## config.mk

```make
export PLATFORM = sky130hd
export DESIGN_NAME = ppns_cell
export DESIGN_NICKNAME = d
export VERILOG_FILES = /design/src/rtl/ppns_pkg.sv /design/src/rtl/ppns_cell.sv
export SDC_FILE = /design/constraint.sdc
export NUM_CORES = 1
export LEC_CHECK = 0
export BUFFER_PORTS_ARGS = -buffer_cell sky130_fd_sc_hd__buf_2
export CORE_AREA = 2 2 145 147
export CTS_CLUSTER_DIAMETER = 100
export CTS_CLUSTER_SIZE = 24
export DETAILED_ROUTE_END_ITERATION = 6
export DIE_AREA = 0 0 147 149
export GPL_TIMING_DRIVEN = 0
export PLACE_DENSITY = 0.67
export RECOVER_POWER = 100
export SYNTH_ARGS = -nofsm -noshare
export SYNTH_HDL_FRONTEND = slang
export SYNTH_SLANG_ARGS = --single-unit
```

## constraint.sdc

```tcl
create_clock -name clk -period 0.8 [get_ports clk]
set_clock_uncertainty 0.15 [all_clocks]
set_input_delay 0.04 -clock clk [delete_from_list [all_inputs] [get_ports clk]]
set_output_delay 0.04 -clock clk [all_outputs]
set_load 0.01 [all_outputs]
```

## src/rtl/ppns_pkg.sv

```systemverilog
// shared types, constants and helpers for the periodic pair neighbor search
package ppns_pkg;

    localparam int NUM_AXES      = 3;
    localparam int POS_W         = 24;
    localparam int BOX_W         = 23;
    localparam int MOL_W         = 16;
    localparam int GIDX_W        = 16;
    localparam int CUT_W         = 23;
    localparam int AD_W          = 24;
    localparam int SQ_W          = 2 * AD_W;
    localparam int SUM_W         = SQ_W + 2;
    localparam int CSQ_W         = 2 * CUT_W;
    localparam int APB_AW        = 3;
    localparam int APB_DW        = 32;
    localparam int MAX_SITES_DEF = 32;

    localparam logic [CUT_W-1:0] CUTOFF_RESET = 23'd327680;
    localparam logic             REG_CUTOFF   = 1'b0;
    localparam logic             MODE_HEADER  = 1'b0;
    localparam logic             MODE_SITE    = 1'b1;

    typedef logic [NUM_AXES-1:0][AD_W-1:0]  axis_vec_t;
    typedef logic [NUM_AXES-1:0][BOX_W-1:0] box_vec_t;

    typedef struct packed {
        logic [MOL_W-1:0]                 mol;
        logic [NUM_AXES-1:0][POS_W-1:0]   pos;
    } site_t;

    // control that travels with each pair through the chain
    typedef struct packed {
        logic valid;
        logic last;
        logic cand;
    } tok_ctl_t;

    typedef enum logic [5:0] {
        ST_IDLE   = 6'b000001,
        ST_ISSUE  = 6'b000010,
        ST_DRAIN  = 6'b000100,
        ST_FETCH  = 6'b001000,
        ST_EDGE_A = 6'b010000,
        ST_EDGE_B = 6'b100000
    } state_t;

    // global index with saturation at the top of the index range
    function automatic logic [GIDX_W-1:0] global_of(input logic [GIDX_W-1:0] base,
                                                    input logic [GIDX_W-1:0] loc);
        logic [GIDX_W:0] sum;
        sum = {1'b0, base} + {1'b0, loc};
        global_of = sum[GIDX_W] ? {GIDX_W{1'b1}} : sum[GIDX_W-1:0];
    endfunction

endpackage

```

## src/rtl/ppns_cell.sv

```systemverilog
// one restoring remainder step for all three axes, registered
module ppns_cell #(
    parameter int IDX_W   = $clog2(ppns_pkg::MAX_SITES_DEF),
    parameter int BIT_POS = 0
) (
    input  logic                 clk,
    input  logic                 rst_n,
    input  ppns_pkg::box_vec_t   box,
    input  ppns_pkg::tok_ctl_t   in_ctl,
    input  logic [IDX_W-1:0]     in_idx,
    input  ppns_pkg::axis_vec_t  in_ad,
    input  ppns_pkg::axis_vec_t  in_rem,
    output ppns_pkg::tok_ctl_t   out_ctl,
    output logic [IDX_W-1:0]     out_idx,
    output ppns_pkg::axis_vec_t  out_ad,
    output ppns_pkg::axis_vec_t  out_rem
);

    ppns_pkg::tok_ctl_t  ctl_reg;
    logic [IDX_W-1:0]    idx_reg;
    ppns_pkg::axis_vec_t ad_reg;
    ppns_pkg::axis_vec_t rem_reg;
    ppns_pkg::axis_vec_t rem_next;

    always_comb
    begin
        logic [ppns_pkg::AD_W:0] trial;
        logic [ppns_pkg::AD_W:0] divisor;
        for (int a = 0; a < ppns_pkg::NUM_AXES; a++)
        begin
            trial   = {in_rem[a], in_ad[a][BIT_POS]};
            divisor = {{(ppns_pkg::AD_W + 1 - ppns_pkg::BOX_W){1'b0}}, box[a]};
            if (trial >= divisor)
            begin
                rem_next[a] = ppns_pkg::AD_W'(trial - divisor);
            end
            else
            begin
                rem_next[a] = ppns_pkg::AD_W'(trial);
            end
        end
    end

    always_ff @(posedge clk or negedge rst_n)
    begin
        if (!rst_n)
        begin
            ctl_reg <= '0;
        end
        else
        begin
            ctl_reg <= in_ctl;
        end
    end

    always_ff @(posedge clk)
    begin
        idx_reg <= in_idx;
        ad_reg  <= in_ad;
        rem_reg <= rem_next;
    end

    assign out_ctl = ctl_reg;
    assign out_idx = idx_reg;
    assign out_ad  = ad_reg;
    assign out_rem = rem_reg;

endmodule

```

# After elaboration in Yosys (flattened, before gate mapping)
# Index checks and enable logic that the tools add are counted.
word_totals:
  reg_bits: 152
  latch_bits: 0
  ramBits: 0
  mem_bits_ro: 0
  word_cells: 19
  mem_count: 0
classes:
  add_sub_neg: 3
  n_mul: 0
  div_mod_pow: 0
  magnitude_cmp: 3
  n_eq_ne: 0
  shifts: 0
  muxes: 3
  bitwise_logic: 0
  n_reduce_logical: 0
ops:
  columns: ["op", "count"]
  rows:
  - ["$ge 25x23->1", 3]
  - ["$mux 24", 3]
  - ["$sub 24x23->24", 3]

# Longest topological paths before layout
logic_depth:
  word_depth: 2
  mapped_depth: 13
  depth_no_buf: 13

# Worst setup path before layout
# No wires, ideal clock.
synth_timing:
  path_kind: "input-to-reg"
  from: "input port box[24] (netlist bit)"
  to: "register rem_reg, in the netlist out_rem[25]"
  setup_time_ns: 0.121
  arrival_time_ns: 2.354
  slack_ns: -1.825
  path_stages: 10
  n_path_buf: 1
  path_cell_list: "inv_1 ha_1 nor2b_1 o31a_1 o311a_1 or4_1 and2_1 a21boi_2 buf_6 mux2_2"
synth_rtl:
  columns: ["item", "line_no", "text"]
  rows:
  - ["start: declaration", "ppns_cell.sv:8", "input ppns_pkg::box_vec_t box,"]
  - ["end signal: assignment", "ppns_cell.sv:60", "rem_reg <= rem_next;"]
  - ["end: declaration", "ppns_cell.sv:22", "ppns_pkg::axis_vec_t rem_reg;"]

==> run metrics <==
status finished, violations left; failing checks negative hold slack, negative setup slack; Mapped Area between 0.007 and 0.008 sq mm; area leader, netlist dfxtp_1; CTS tree done; min cycle time layout ~2.3 ns; Hold EP out_ad[24]; FF/Latch Area 0.00316 sq mm; Die H 149 microns; Post-synth EDFFs 0; share of layout cells above drive strength 1 0.566; synth warn 0; Unique masters post-synth between 60 and 70; PortBufs between 300 and 400; # DRC 0; clock transition at the registers of the reported paths 0.08 ns; drt via density 5.14; Worst Setup Path Type input pin to flop; post-synthesis net count ~1200; fill count ~1200; HP Class input pin to flop; CTS sink cnt approximately 150; die area about 0.022 sq mm; static leakage between 7 and 8 nW; Post-DP Area approximately 0.011 sq mm; pin count of the biggest net entering global routing 20; routability cong. slightly above 0.9; commonest cells in the synthesized netlist dfxtp_1 (149), a21oi_1 (96), inv_1 (78), nand2_1 (70), ha_1 (69); count of final setup violators 224; Die Span X 147 microns; fin nets ~1800; unrepaired setup endpoints after global routing true; Area Growth Syn to Fin 103%; clock root buffer master clkbuf_16; Max-cap violations 0; Final WS setup -1.47 ns; worst-case clock buffer depth 2; io pins 375; Multi-input gate area roughly 0.0057 sq mm; syn avg cell area 8.82 sq um; dpl hpwl between 15000 and 20000 microns; asr flop ratio synth 0.0197; tightest hold margin -0.409 ns; startpoint types input pin; Worst Hold Launch in_ad[24]; grt total ovfl 0; Crit path arrival time 2.44 ns; Peak Freq 0.440 GHz; Yosys reg bits 152; CP endpoint kind flop; Max transition margin 0.553; Hold Path Depth 1; maximum vdd ir drop 0.00140 V; Hold Vio Cnt, Final 28; std cell rows 53; Synth top area share 0.395; global-route usage over all layers 0.265; Most used DFF post-synth dfxtp_1; most frequent cell after synthesis dfxtp_1; first-pass GRT wire length approximately 46000 microns; routed via count 9109; cell count after synthesis 857; H-tree levels 4; Worst EP required 0.97 ns; vias in the first global route 8800; Core Box Area 0.0206 sq mm; drt wl/cell approximately 19 microns; Initial Util 0.368; Power per Cell Area ~1800 mW/mm^2; initial antenna violation count 5; TritonRoute pass-1 iters 7; sequential area share after synthesis 0.404; slew of the pin with the lowest slew margin 0.664 ns; Final ANT Viol Nets 0; Place WS -2.16 ns; fin area roughly 0.015 sq mm; ratio of final minimum period to clock period 2.84; worst-path maximum fanout 3; ranking of synthesized cells by area dfxtp_1 (39%), ha_1 (11%), a21oi_1 (6.4%); cts bufs inserted 17; initial DRC count 470; Post-Route Utilization 0.747; final WL 34000 microns; final slew viol count 0
==> final cells by class <==
type,count,area share
repair buffers,608,0.317
diodes,5,0.000815
multi-input cells,605,0.369
inverters,78,0.0261
plain buffers,18,0.0183
well taps,275,0.0224
clock buffers,17,0.0277
clock inverters,15,0.0126
flip-flops and latches,152,0.206
==> report_power, final <==
part | internal [mW] | switching (mW)
Clock | 4.31 | 4.10
Sequential | 8.73 | 0.434
Combinational | 5.53 | 4.90
Total | 18.6 | 9.43
==> per-stage QoR <==
| step | TNS, ns | power, mW | instances |
|---|---|---|---|
| after floorplan | -93.91 | 13.4 | 857 |
| after global placement | -123.61 | 15.9 | 1506 |
| after detailed placement | -124.54 | 15.9 | 1506 |
| after CTS | -136.88 | 26.3 | 1723 |
| after global routing | -132.25 | 29.2 | 1773 |
| final | -123.67 | 28.0 | 1773 |
==> what timing repair did <==
item | CTS | global route
setup endpoints to repair | 224 | 224
setup buffers | 58 | 37
gates cloned | 9 | 2
hold buffers | 122 | 18
hold endpoints to repair | 155 | 39
gates resized for setup | 271 | 224
pin swaps | 103 | 93
==> worst max path at each step <==
stage / start / to / slack, ns / cells after the start
floorplan: box[24] / out_rem[25] / -1.66 / 10
global placement: in_ad[24] / out_rem[46] / -2.18 / 14
detailed placement: in_ad[24] / out_rem[46] / -2.16 / 14
CTS: box[24] / out_rem[45] / -1.48 / 12
global route: box[24] / out_rem[45] / -1.57 / 12
finish: in_ad[0] / out_rem[18] / -1.47 / 14
==> flip-flops by register name, summed over array words and instances (netlist names) <==
| name | count |
|---|---|
| out_ad | 72 |
| out_ctl | 3 |
| out_idx | 5 |
| out_rem | 72 |
==> cell usage in the layout (no fill, tap or decap), types with 8 or more instances in the layout <==
cell type and instances:
buf_6 124, buf_4 74, nand2_4 10, buf_2 244, clkbuf_1 15, dfxtp_1 67, o21ai_0 14, a21o_1 32
nand4_1 11, mux2_4 9, o21ai_2 19, nand2_2 22, o211ai_1 8, a21oi_1 56, inv_1 51, inv_2 14
nand2b_1 8, ha_4 40, xor2_1 27, nor2_1 41, xnor2_1 24, buf_8 12, o21a_1 9, a21oi_2 31
clkbuf_16 25, nand3_1 9, nand2_1 37, dfxtp_2 81, o21ai_1 21, ha_1 27, a21oi_4 9, nor2_4 16
dlygate4sd3_1 136
==> worst max-delay path: stages <==
cell       delay [ns]
buf_12           0.11
inv_12           0.04
ha_4             0.11
inv_2            0.03
fa_2             0.37
a211o_1          0.32
a21oi_4          0.26
a2111oi_4        0.12
o311ai_4         0.32
nand2_2          0.12
nand3_2          0.10
nand2_2          0.06
xor2_1           0.16
mux2_4           0.27
==> routing by layer <==
metal / global-route usage / vias to the layer above / share of wire
met3: 0.0602 / 117 / 0.065
li1: - / 4263 / -
met4: 0.126 / 0 / 0.046
met5: 0 / - / 0
met2: 0.478 / 427 / 0.52
met1: 0.297 / 4302 / 0.37
==> cells by family after synthesis <==
family,synth area share
and+or+nand+nor,0.133
xor gates and xnor gates,0.0649
buffers and inverters,0.0543
AOI/OAI and AO/OA,0.205
muxes,0.0161
DFF,0.404
adders and majority gates,0.122
Note: power is estimated with default switching activity, not from simulation.
